File: src/hw/rtl/sitr_pkg.sv
// Shared constants, codes and types for the signed integer to radix text core.
// No dependencies; every other file but sitr_checker imports this package.
`default_nettype none

package sitr_pkg;

  localparam int VALUE_WIDTH = 32;
  localparam int MAX_BASE    = 16;
  localparam int CHAR_W      = 8;
  localparam int CFG_DATA_W  = 64;
  localparam int BASE_W      = 5;
  localparam int ALPHA_IDX_W = 4;
  localparam int DIGIT_W     = $clog2(MAX_BASE);
  localparam int RADIX_W     = DIGIT_W + 1;
  localparam int CNT_W       = $clog2(VALUE_WIDTH + 1);
  localparam int PTR_W       = $clog2(VALUE_WIDTH);
  localparam int CFG_IDX_W   = 2;

  localparam logic [CHAR_W-1:0]     MINUS_CHAR      = 8'h2D;
  localparam logic [BASE_W-1:0]     BASE_SIZE_RST   = 5'd10;
  localparam logic [CFG_DATA_W-1:0] DIGITS_LOW_RST  = 64'h3736353433323130;
  localparam logic [CFG_DATA_W-1:0] DIGITS_HIGH_RST = 64'h0000000000003938;

  typedef logic [CFG_IDX_W-1:0] cfg_idx_t;

  localparam cfg_idx_t CFG_BASE_SIZE   = 2'd0;
  localparam cfg_idx_t CFG_DIGITS_LOW  = 2'd1;
  localparam cfg_idx_t CFG_DIGITS_HIGH = 2'd2;

  typedef logic signed [VALUE_WIDTH-1:0] value_t;
  typedef logic [VALUE_WIDTH-1:0]        mag_t;
  typedef logic [CHAR_W-1:0]             char_t;
  typedef logic [DIGIT_W-1:0]            digit_t;
  typedef logic [RADIX_W-1:0]            radix_t;
  typedef logic [CNT_W-1:0]              cnt_t;

  typedef enum logic [1:0] {
    ST_IDLE,
    ST_DIVIDE,
    ST_SIGN,
    ST_DIGITS
  } state_t;

  typedef struct packed {
    logic start;
    mag_t dividend;
  } div_req_t;

  typedef struct packed {
    logic   done;
    mag_t   quotient;
    digit_t remainder;
  } div_rsp_t;

  typedef struct packed {
    logic   push;
    logic   pop;
    digit_t digit;
  } stk_ctl_t;

endpackage

`default_nettype wire

File: src/hw/rtl/sitr_if.sv
// Request channel interfaces: integer in, characters out.
// Depends on sitr_pkg.
`default_nettype none

interface sitr_in_if;
  import sitr_pkg::*;
  logic   valid;
  logic   ready;
  value_t value;
  modport source (output valid, output value, input ready);
  modport sink (input valid, input value, output ready);
endinterface

interface sitr_out_if;
  import sitr_pkg::*;
  logic  valid;
  logic  ready;
  char_t character;
  logic  last;
  modport source (output valid, output character, output last, input ready);
  modport sink (input valid, input character, input last, output ready);
endinterface

`default_nettype wire

File: src/hw/rtl/sitr_divider.sv
// Bit-serial restoring divider: magnitude by radix, one quotient bit per cycle.
// Depends on sitr_pkg.
`default_nettype none

module sitr_divider (
  input  logic              clk,
  input  logic              rst_n,
  input  sitr_pkg::radix_t  radix,
  input  sitr_pkg::div_req_t req,
  output sitr_pkg::div_rsp_t rsp
);
  import sitr_pkg::*;

  mag_t   q_r, q_nxt;
  digit_t rem_r, rem_nxt;
  cnt_t   cnt_r, cnt_nxt;
  logic   busy_r, busy_nxt;
  logic   done_r, done_nxt;
  logic [RADIX_W-1:0] shifted;
  logic   ge;

  always_comb begin
    shifted  = {rem_r, q_r[VALUE_WIDTH-1]};
    ge       = (shifted >= radix);
    q_nxt    = q_r;
    rem_nxt  = rem_r;
    cnt_nxt  = cnt_r;
    busy_nxt = busy_r;
    done_nxt = 1'b0;
    if (req.start) begin
      q_nxt    = req.dividend;
      rem_nxt  = '0;
      cnt_nxt  = CNT_W'(VALUE_WIDTH);
      busy_nxt = 1'b1;
    end else if (busy_r) begin
      q_nxt   = {q_r[VALUE_WIDTH-2:0], ge};
      rem_nxt = ge ? DIGIT_W'(shifted - radix) : shifted[DIGIT_W-1:0];
      cnt_nxt = cnt_r - CNT_W'(1);
      if (cnt_r == CNT_W'(1)) begin
        busy_nxt = 1'b0;
        done_nxt = 1'b1;
      end
    end
  end

  always_ff @(posedge clk) begin
    if (!rst_n) begin
      busy_r <= 1'b0;
      done_r <= 1'b0;
      cnt_r  <= '0;
    end else begin
      busy_r <= busy_nxt;
      done_r <= done_nxt;
      cnt_r  <= cnt_nxt;
    end
    q_r   <= q_nxt;
    rem_r <= rem_nxt;
  end

  assign rsp.done      = done_r;
  assign rsp.quotient  = q_r;
  assign rsp.remainder = rem_r;

endmodule

`default_nettype wire

File: src/hw/rtl/sitr_digit_stack.sv
// Digit stack: remainders pushed least significant first, popped most significant first.
// Depends on sitr_pkg.
`default_nettype none

module sitr_digit_stack (
  input  logic               clk,
  input  logic               rst_n,
  input  sitr_pkg::stk_ctl_t ctl,
  output sitr_pkg::digit_t   top_digit,
  output sitr_pkg::cnt_t     count
);
  import sitr_pkg::*;

  digit_t mem [VALUE_WIDTH];
  digit_t top_r;
  cnt_t   cnt_r, cnt_nxt;
  cnt_t   below_pos;

  always_comb begin
    below_pos = cnt_r - CNT_W'(2);
    cnt_nxt   = cnt_r;
    if (ctl.push) begin
      cnt_nxt = cnt_r + CNT_W'(1);
    end else if (ctl.pop) begin
      cnt_nxt = cnt_r - CNT_W'(1);
    end
  end

  always_ff @(posedge clk) begin
    if (!rst_n) begin
      cnt_r <= '0;
    end else begin
      cnt_r <= cnt_nxt;
    end
    if (ctl.push) begin
      mem[cnt_r[PTR_W-1:0]] <= ctl.digit;
      top_r <= ctl.digit;
    end else if (ctl.pop) begin
      top_r <= mem[below_pos[PTR_W-1:0]];
    end
  end

  assign top_digit = top_r;
  assign count     = cnt_r;

endmodule

`default_nettype wire

File: src/hw/rtl/signed_integer_to_radix_text_core.sv
// Top level: signed integer to radix text, control, configuration and output register.
// Depends on sitr_pkg, sitr_if, sitr_divider and sitr_digit_stack.
//
//   channel | dir | payload                 | handshake
//   in_ch   | in  | value (32b signed)      | valid/ready request
//   out_ch  | out | character (8b), last    | valid/ready request
//   cfg_*   | in  | cfg_index, cfg_data     | cfg_we, no back-pressure
//
// Each digit takes a full pass of the bit-serial divider over the remaining quotient.
// One value in flight; the next is taken while the previous last character waits.
// rst_n is synchronous; it restores radix 10 and alphabet "0123456789".
// Output stalls hold the character register and stop the sign and digit output only.
`default_nettype none

module signed_integer_to_radix_text_core (
  input  logic                                  clk,
  input  logic                                  rst_n,
  sitr_in_if.sink                               in_ch,
  sitr_out_if.source                            out_ch,
  input  logic                                  cfg_we,
  input  sitr_pkg::cfg_idx_t                    cfg_index,
  input  logic [sitr_pkg::CFG_DATA_W-1:0]       cfg_data
);
  import sitr_pkg::*;

  state_t state_r, state_nxt;
  logic   neg_r, neg_nxt;
  logic   out_valid_r, out_valid_nxt;
  char_t  out_char_r, out_char_nxt;
  logic   out_last_r, out_last_nxt;
  logic [BASE_W-1:0]     base_size_r;
  logic [CFG_DATA_W-1:0] chars_low_r, chars_high_r;

  radix_t   radix;
  div_req_t div_req;
  div_rsp_t div_rsp;
  stk_ctl_t stk_ctl;
  digit_t   top_digit;
  cnt_t     stk_count;
  logic     out_free;
  logic     in_neg;
  logic [2*CFG_DATA_W-1:0]  alphabet;
  logic [ALPHA_IDX_W-1:0]   alpha_idx;
  char_t    digit_char;

  sitr_divider u_div (
    .clk   (clk),
    .rst_n (rst_n),
    .radix (radix),
    .req   (div_req),
    .rsp   (div_rsp)
  );

  sitr_digit_stack u_stack (
    .clk       (clk),
    .rst_n     (rst_n),
    .ctl       (stk_ctl),
    .top_digit (top_digit),
    .count     (stk_count)
  );

  always_comb begin
    if (base_size_r < BASE_W'(2)) begin
      radix = RADIX_W'(2);
    end else if (base_size_r > BASE_W'(MAX_BASE)) begin
      radix = RADIX_W'(MAX_BASE);
    end else begin
      radix = base_size_r[RADIX_W-1:0];
    end
  end

  assign alphabet   = {chars_high_r, chars_low_r};
  assign alpha_idx  = ALPHA_IDX_W'(top_digit);
  assign digit_char = alphabet[{alpha_idx, 3'b000} +: CHAR_W];
  assign out_free   = !out_valid_r || out_ch.ready;
  assign in_neg     = in_ch.value[VALUE_WIDTH-1];

  always_comb begin
    state_nxt        = state_r;
    neg_nxt          = neg_r;
    out_valid_nxt    = out_valid_r && !out_ch.ready;
    out_char_nxt     = out_char_r;
    out_last_nxt     = out_last_r;
    in_ch.ready      = 1'b0;
    div_req.start    = 1'b0;
    div_req.dividend = div_rsp.quotient;
    stk_ctl.push     = 1'b0;
    stk_ctl.pop      = 1'b0;
    stk_ctl.digit    = div_rsp.remainder;
    case (state_r)
      ST_IDLE: begin
        in_ch.ready      = 1'b1;
        div_req.dividend = in_neg ? mag_t'(~in_ch.value + 1'b1) : mag_t'(in_ch.value);
        if (in_ch.valid) begin
          div_req.start = 1'b1;
          neg_nxt       = in_neg;
          state_nxt     = ST_DIVIDE;
        end
      end
      ST_DIVIDE: begin
        if (div_rsp.done) begin
          stk_ctl.push = 1'b1;
          if (div_rsp.quotient == '0) begin
            state_nxt = neg_r ? ST_SIGN : ST_DIGITS;
          end else begin
            div_req.start = 1'b1;
          end
        end
      end
      ST_SIGN: begin
        if (out_free) begin
          out_valid_nxt = 1'b1;
          out_char_nxt  = MINUS_CHAR;
          out_last_nxt  = 1'b0;
          state_nxt     = ST_DIGITS;
        end
      end
      ST_DIGITS: begin
        if (out_free) begin
          stk_ctl.pop   = 1'b1;
          out_valid_nxt = 1'b1;
          out_char_nxt  = digit_char;
          out_last_nxt  = (stk_count == CNT_W'(1));
          if (stk_count == CNT_W'(1)) begin
            state_nxt = ST_IDLE;
          end
        end
      end
      default: begin
        state_nxt = ST_IDLE;
      end
    endcase
  end

  always_ff @(posedge clk) begin
    if (!rst_n) begin
      state_r      <= ST_IDLE;
      out_valid_r  <= 1'b0;
      base_size_r  <= BASE_SIZE_RST;
      chars_low_r  <= DIGITS_LOW_RST;
      chars_high_r <= DIGITS_HIGH_RST;
    end else begin
      state_r     <= state_nxt;
      out_valid_r <= out_valid_nxt;
      if (cfg_we) begin
        case (cfg_index)
          CFG_BASE_SIZE:   base_size_r  <= cfg_data[BASE_W-1:0];
          CFG_DIGITS_LOW:  chars_low_r  <= cfg_data;
          CFG_DIGITS_HIGH: chars_high_r <= cfg_data;
          default: begin
          end
        endcase
      end
    end
    neg_r      <= neg_nxt;
    out_char_r <= out_char_nxt;
    out_last_r <= out_last_nxt;
  end

  assign out_ch.valid     = out_valid_r;
  assign out_ch.character = out_char_r;
  assign out_ch.last      = out_last_r;

endmodule

`default_nettype wire

File: src/flat_wrapper.sv
// flat-port wrapper written by rule: the top's interface ports become plain ports
module signed_integer_to_radix_text_core_flat import sitr_pkg::*;
  (clk, rst_n, cfg_we, cfg_index, cfg_data, in_ch_valid, in_ch_value, in_ch_ready, out_ch_valid, out_ch_character, out_ch_last, out_ch_ready);
  sitr_in_if in_ch_i ();
  sitr_out_if out_ch_i ();
  input  logic clk;
  input  logic rst_n;
  input  logic cfg_we;
  input  sitr_pkg::cfg_idx_t cfg_index;
  input  logic [sitr_pkg::CFG_DATA_W-1:0] cfg_data;
  input wire logic [$bits(in_ch_i.valid)-1:0] in_ch_valid;
  input wire logic [$bits(in_ch_i.value)-1:0] in_ch_value;
  output wire logic [$bits(in_ch_i.ready)-1:0] in_ch_ready;
  output wire logic [$bits(out_ch_i.valid)-1:0] out_ch_valid;
  output wire logic [$bits(out_ch_i.character)-1:0] out_ch_character;
  output wire logic [$bits(out_ch_i.last)-1:0] out_ch_last;
  input wire logic [$bits(out_ch_i.ready)-1:0] out_ch_ready;
  assign in_ch_i.valid = in_ch_valid;
  assign in_ch_i.value = in_ch_value;
  assign in_ch_ready = in_ch_i.ready;
  assign out_ch_valid = out_ch_i.valid;
  assign out_ch_character = out_ch_i.character;
  assign out_ch_last = out_ch_i.last;
  assign out_ch_i.ready = out_ch_ready;
  signed_integer_to_radix_text_core u_core (.clk(clk), .rst_n(rst_n), .in_ch(in_ch_i), .out_ch(out_ch_i), .cfg_we(cfg_we), .cfg_index(cfg_index), .cfg_data(cfg_data));
endmodule
File: config.mk
export PLATFORM = sky130hd
export DESIGN_NAME = signed_integer_to_radix_text_core_flat
export DESIGN_NICKNAME = d
export VERILOG_FILES = /design/src/hw/rtl/sitr_pkg.sv /design/src/hw/rtl/sitr_if.sv /design/src/hw/rtl/sitr_divider.sv /design/src/hw/rtl/sitr_digit_stack.sv /design/src/hw/rtl/signed_integer_to_radix_text_core.sv /design/src/flat_wrapper.sv
export SDC_FILE = /design/constraint.sdc
export NUM_CORES = 1
export LEC_CHECK = 0
export BUFFER_PORTS_ARGS = -buffer_cell sky130_fd_sc_hd__buf_2
export CORE_AREA = 2 2 174 176
export DETAILED_ROUTE_END_ITERATION = 6
export DIE_AREA = 0 0 176 178
export GPL_ROUTABILITY_DRIVEN = 0
export PLACE_DENSITY = 0.73
export SKIP_LAST_GASP = 1
export SLEW_MARGIN = 20
export SYNTH_ARGS = -nofsm -noshare
export SYNTH_HDL_FRONTEND = slang
export SYNTH_SLANG_ARGS = --single-unit
File: constraint.sdc
create_clock -name clk -period 6.8 [get_ports clk]
set_input_delay 1.02 -clock clk [delete_from_list [all_inputs] [get_ports clk]]
set_output_delay 1.02 -clock clk [all_outputs]
set_load 0.02 [all_outputs]
; ---- Word level (Yosys, flattened, before mapping)
; Memory sizes are Yosys's and may differ from the RTL's.
; Index checks and enable logic that the tools add are counted.
[totals]
ff_bits = 200
ramBits = 128
inputBits = 103
output_inout_bits = 11
wordCells = 108
mem_count = 1
[classes]
add_sub_neg = 6
n_lt_le_gt_ge = 3
n_eq_ne = 14
n_shift = 1
mux = 44
bitwise_logic = 3
reduce_logical = 20
[memory_table]
columns = memory, words, width, read_ports, rd_clocked_by_memory_dff, wr, line_no
row1 = u_core.u_stack.mem, 32, 4, 1, 0, 1, sitr_digit_stack.sv:14  ; digit_t mem [VALUE_WIDTH];
[ops]
columns = op, count
row1 = $mux 32, 4
row2 = $shiftx 128x8->8, 1
row3 = $add 32x1->32 const B, 1
row4 = $logic_not 32->1, 1
row5 = $not 32->32, 1
row6 = $mux 6, 4
row7 = $mux 1, 19
row8 = $mux 8, 2
row9 = $pmux 8 s2, 1
row10 = $eq 6x1->1 const B, 2
row11 = $mux 2, 6
row12 = $mux 4, 3
row13 = $sub 6x1->6 const B, 2
row14 = $mux 5, 2
row15 = $reduce_and 2->1, 5
row16 = $ne 2x1->1 const B, 4
row17 = $pmux 2 s4, 1
row18 = $add 6x1->6 const B, 1
row19 = $eq 2x2->1 const B, 3
row20 = $ne 2x2->1 const B, 3
row21 = $reduce_and 6->1, 1
row22 = $reduce_bool 2->1, 3
row23 = $ge 5x5->1, 1
row24 = $gt 5x5->1 const B, 1
row25 = other kinds (13), 19

; ---- Logic depth before layout (Yosys ltp)
[logic_depth]
ltp_word = 6
ltp_mapped = 10

; ---- By module
; From an unflattened synthesis, not the netlist that was laid out.
[hier_totals]
cells_unflattened = 1354
hier_area_um2 = 15298.4
[modules_own_cells]
columns = module, n_inst, cells_each, area_each_um2
row1 = signed_integer_to_radix_text_core, 1, 866, 7504.7
row2 = sitr_digit_stack, 1, 333, 5716.7
row3 = sitr_divider, 1, 155, 2077.0

; ---- Worst setup path after synthesis
; OpenSTA, ideal clock, no wires.
[synth_timing]
path_type = input to register
startpoint = input port in_ch_valid
endpoint = register u_core.u_div.q_r[0] (enable)
setup_ns = 0.466
arrival_time_ns = 3.337
required_time_ns = 6.334
slack_ns = 2.998
stages = 2
n_path_buf = 0
path_cell_list = nor2b_1 o21ai_0
[synth_between]
elab_chain_len = 4
word_cells_on_any_way = 5
classes_between = 1 x eq/ne / 2 x mux / 2 x reduce/logical
[synth_lines]
columns = element, line_no
row1 = from (decl), flat_wrapper.sv:11  ; input wire logic [$bits(in_ch_i.valid)-1:0] in_ch_valid;
row2 = $mux 1 *, signed_integer_to_radix_text_core.sv:94  ; if (in_ch.valid) begin
row3 = $pmux 1 s2 *, signed_integer_to_radix_text_core.sv:90  ; case (state_r)
row4 = $ne 2x2->1 (no source line) or $reduce_bool 2->1 (tied branches), n/a
row5 = $reduce_and 2->1 (no source line) *, n/a
row6 = to (signal assigned), sitr_divider.sv:56  ; q_r <= q_nxt;
row7 = to (decl), sitr_divider.sv:14  ; mag_t q_r, q_nxt;
; Mark *: on every way between the ends. The rest lies on a longest branch, timed or not.
; A chain may end at the register's enable or synchronous reset.

; ---- Worst setup path after layout
[layout_timing]
startpoint = register u_core.state_r[1]
endpoint = register u_core.u_div.q_r[13], data pin
[layout_between]
elab_chain_len = 3
word_cells_on_any_way = 4
classes_between = 1 x eq/ne / 2 x mux / 1 x reduce/logical
[layout_lines]
columns = element, line_no
row1 = from (decl), signed_integer_to_radix_text_core.sv:26  ; state_t state_r, state_nxt;
row2 = from (signal assigned), signed_integer_to_radix_text_core.sv:143  ; state_r <= state_nxt;
row3 = $eq 2x1->1 or $logic_not 2->1 (tied branches), signed_integer_to_radix_text_core.sv:90
row4 = $pmux 1 s2 *, signed_integer_to_radix_text_core.sv:90
row5 = $mux 32 *, sitr_divider.sv:30  ; if (req.start) begin
row6 = via u_core.u_div.q_nxt[13], sitr_divider.sv:14
; Mark *: on every way through the listed nets, which the timed path passes. The rest lies on a longest branch.

==> metrics.md <==
| Metric | Value |
|---|---|
| Status | `finished, final reports clean` |
| Vias in the first global route | `9748` |
| Syn_area_per_cell | `11.7 sq um` |
| Cell Chain, Critical Path | `inv_1 > ha_1 > and2_1 > o21ai_1 > nand2_1 > buf_4 > mux2_2` |
| Die X | `176 microns` |
| HP Class | `register to register` |
| Worst Skew | `0.0281 ns` |
| PortBufs | `113` |
| Final Cell Area | `16600 sq um` |
| First-pass GRT wire length | `52.3 mm` |
| Vias | `10034` |
| Cts repair resizes | `0` |
| Pre-antenna DRT Iters | `6` |
| Crit path kind | `register to register` |
| Levels on crit path | `7` |
| Switch Pwr | `1.51 mW` |
| Total power | `5.52 mW` |
| Share of the synthesized area in the top cell type | `0.359` |
| Worst setup path endpoint | `u_core.u_div.q_r[13]` |
| CP bufs+invs | `2` |
| Gate Count Post-Synth | `1244` |
| FF-to-FF setup slack | `3.75 ns` |
| CTS Buf Count | `36` |
| Clk_lat worst skew | `0.53 ns` |
| Synthesized flop and latch total | `328` |
| Period utilization | `0.448` |
| Synth warnings | `0` |
| Fraction of layout cells with a size suffix above 1 | `0.224` |
| Std-Cell Rows | `63` |
| Pin count of the biggest net entering global routing | `65` |
| Final #Nets | `1458` |
| Worst-case reg-to-reg path depth | `7` |
| Fin crit period | `3.05 ns` |
| Switching share of total power | `0.273` |
| Required @ worst endpoint | `7.06 ns` |
| Slew @ Worst Pin | `0.805 ns` |
| Hold_buf cts | `0` |
| Clk network pwr share | `0.352` |
| Synth Net Count | `1368` |
| Startpoint Class | `register` |
| Leading cell type by number of instances after synthesis | `nand2_1` |
| Initial Util | `0.495` |
| Crit. Startpoint | `u_core.state_r[1]` |
| GRT overflow | `0` |
| Delay-heaviest family, CP | `simple AND/OR/NAND/NOR gates` |
| Synthesized area | `14500 sq um` |
| Placed Area | `15400 sq um` |
| Predominant post-synthesis flop cell | `edfxtp_1` |
| Peak per-stage delay on the critical path | `0.65 ns` |
| Reg2reg start | `u_core.state_r[1]` |
| Setup TNS | `0 ns` |
| Ports | `114` |
| Drt total wl | `32.9 mm` |
| Hold Violations, Final | `0` |
| R2R Path End | `u_core.u_div.q_r[13]` |
| Top post-synthesis cells by count | `nand2_1, edfxtp_1, dfxtp_1, a21oi_1, mux4_2` |
| Synth cell types | `54` |
| Seq pwr share | `0.466` |
| Placed cells | `1686` |
| Crit path capture type | `register` |
| Gate power share | `0.182` |
| Slew Limit Headroom | `0.463` |
| HPWL reported at the end of detailed placement | `21.3 mm` |
| RSZ-0062 raised after global routing | `false` |
| Max-slew violation count | `0` |
| DRT antenna net count | `0` |
| Setup bufs post-CTS | `0` |
| Leak | `5.85 nW` |
| Die footprint | `31300 sq um` |
| Synth async-reset ratio | `0` |
| Total track usage | `0.210` |
| Max VDD drop | `0.167 mV` |
| Max Cap Violations | `0` |
| Die Ht | `178 microns` |
| Endpoints failing setup | `0` |
| Final non-filler cell total | `1756` |
| Max Fclk | `328 MHz` |
| Yosys top cell by area | `edfxtp_1` |
| P_int | `4.02 mW` |
| Clk root buf | `clkbuf_16` |
| Core area | `29400 sq um` |
| CTS tree | `done` |
| Wire per inst | `18.7 microns` |
| Vias per cell | `5.71` |
| Clock transition at path regs | `0.06 ns` |
| Crit path arrival time | `3.31 ns` |
| Hold slack | `0.451 ns` |
| CP max-delay cell | `nand2_1` |
| Post-synthesis sequential area ratio | `0.571` |
| Antenna violations before repair | `8` |
| Most area-consuming cells after synthesis | `edfxtp_1, dfxtp_1, mux4_2` |
| Hold Crit Depth | `2` |
| PD cells | `332 nW/um^2` |
| Clock Path Buffers | `3` |
| Post-synth EDFFs | `174` |
| Synthesis-to-layout area growth | `14.3%` |
| Clock Sink Count | `328` |
| Iteration-0 DRC Markers | `964` |
| Critical Path Fanout Max | `24` |
| DR DRC count | `0` |
| H-tree levels | `2` |
## area by class of cell
type	instances	area, sq um
diodes	6	15.0
clock buffers	49	1050
clock inverters	15	136
fillers	2377	12800
inverters	22	83.8
multi-input cells	818	5870
flip-flops and latches	328	8310
well taps	390	488
repair buffers	128	678
## worst register-to-register path, stage by stage, from the launching register on
cell     delay (ns)
dfxtp_1        0.35
inv_1          0.09
ha_1           0.20
and2_1         0.40
o21ai_1        0.25
nand2_1        0.66
buf_4          0.43
mux2_2         0.39
## power groups by stage
stage	Sequential, mW	Combinational, mW	Clock [mW]
2_1_floorplan	2.61	0.671	0
3_3_place_gp	2.61	0.969	0
3_5_place_dp	2.61	1.00	0
4_1_cts	2.57	1.01	1.97
5_1_grt	2.60	1.10	2.04
6_report	2.58	1.01	1.94
## stage by stage
stage,setup slack [ns],util
2_1_floorplan,3.00,-
3_3_place_gp,3.51,0.525
3_5_place_dp,3.44,0.525
4_1_cts,3.73,0.565
5_1_grt,3.57,0.565
6_report,3.75,0.566
## layer usage
layer	share of wire	wire length [microns]	global-route usage
met1	0.43	14300	0.288
met2	0.48	15700	0.345
met3	0.073	2390	0.0422
met4	0.016	533	0.0544
met5	0.00082	27	0
## sequential cells by signal, summed over array words and instances (netlist names)
register and count:
u_core.u_stack.mem 128, u_core.chars_high_r 64, u_core.chars_low_r 64, u_core.u_div.q_r 32, u_core.out_ch.character 8, u_core.u_div.cnt_r 6, u_core.u_stack.count 6, u_core.base_size_r 5
u_core.u_div.rem_r 4, u_core.u_stack.top_digit 4, u_core.state_r 2, u_core.neg_r 1, u_core.out_ch.last 1, u_core.out_ch.valid 1, u_core.u_div.busy_r 1, u_core.u_div.done_r 1
## layout by cell type (no fill, tap or decap), types with 11 or more instances in the layout
| cell type | count |
|---|---|
| dfxtp_1 | 152 |
| mux2_2 | 30 |
| mux2i_1 | 11 |
| nor4_1 | 11 |
| nor3_1 | 14 |
| buf_4 | 15 |
| a21oi_1 | 103 |
| edfxtp_1 | 174 |
| mux4_2 | 76 |
| o21ai_0 | 11 |
| inv_1 | 21 |
| nand2_1 | 297 |
| clkbuf_16 | 38 |
| nor2_1 | 53 |
| ha_1 | 20 |
| buf_2 | 113 |
| nand3_1 | 49 |
| xnor2_1 | 36 |
## worst min-delay path by stage
| stage | start | to | slack [ns] |
|---|---|---|---|
| floorplan | u_core.chars_high_r[16] | u_core.chars_high_r[16] | 0.43 |
| global placement | u_core.chars_low_r[62] | u_core.chars_low_r[62] | 0.44 |
| detailed placement | u_core.chars_high_r[57] | u_core.chars_high_r[57] | 0.44 |
| CTS | u_core.chars_high_r[57] | u_core.chars_high_r[57] | 0.45 |
| global route | u_core.chars_high_r[26] | u_core.chars_high_r[26] | 0.47 |
| finish | u_core.chars_high_r[63] | u_core.chars_high_r[63] | 0.45 |
## logic make-up (layout without fill, tap and decap cells)
logic type | Yosys count | count (layout) | synth area share
other | 0 | 6 | 0
buffers and inverters | 98 | 214 | 0.0262
muxes | 118 | 118 | 0.150
xor gates and xnor gates | 42 | 42 | 0.0253
adders and majority gates | 21 | 21 | 0.0186
and+or+nand+nor | 472 | 472 | 0.141
AOI/OAI and AO/OA | 165 | 165 | 0.0685
DFF | 328 | 328 | 0.571
No activity file was read; power rests on OpenSTA's default activity.
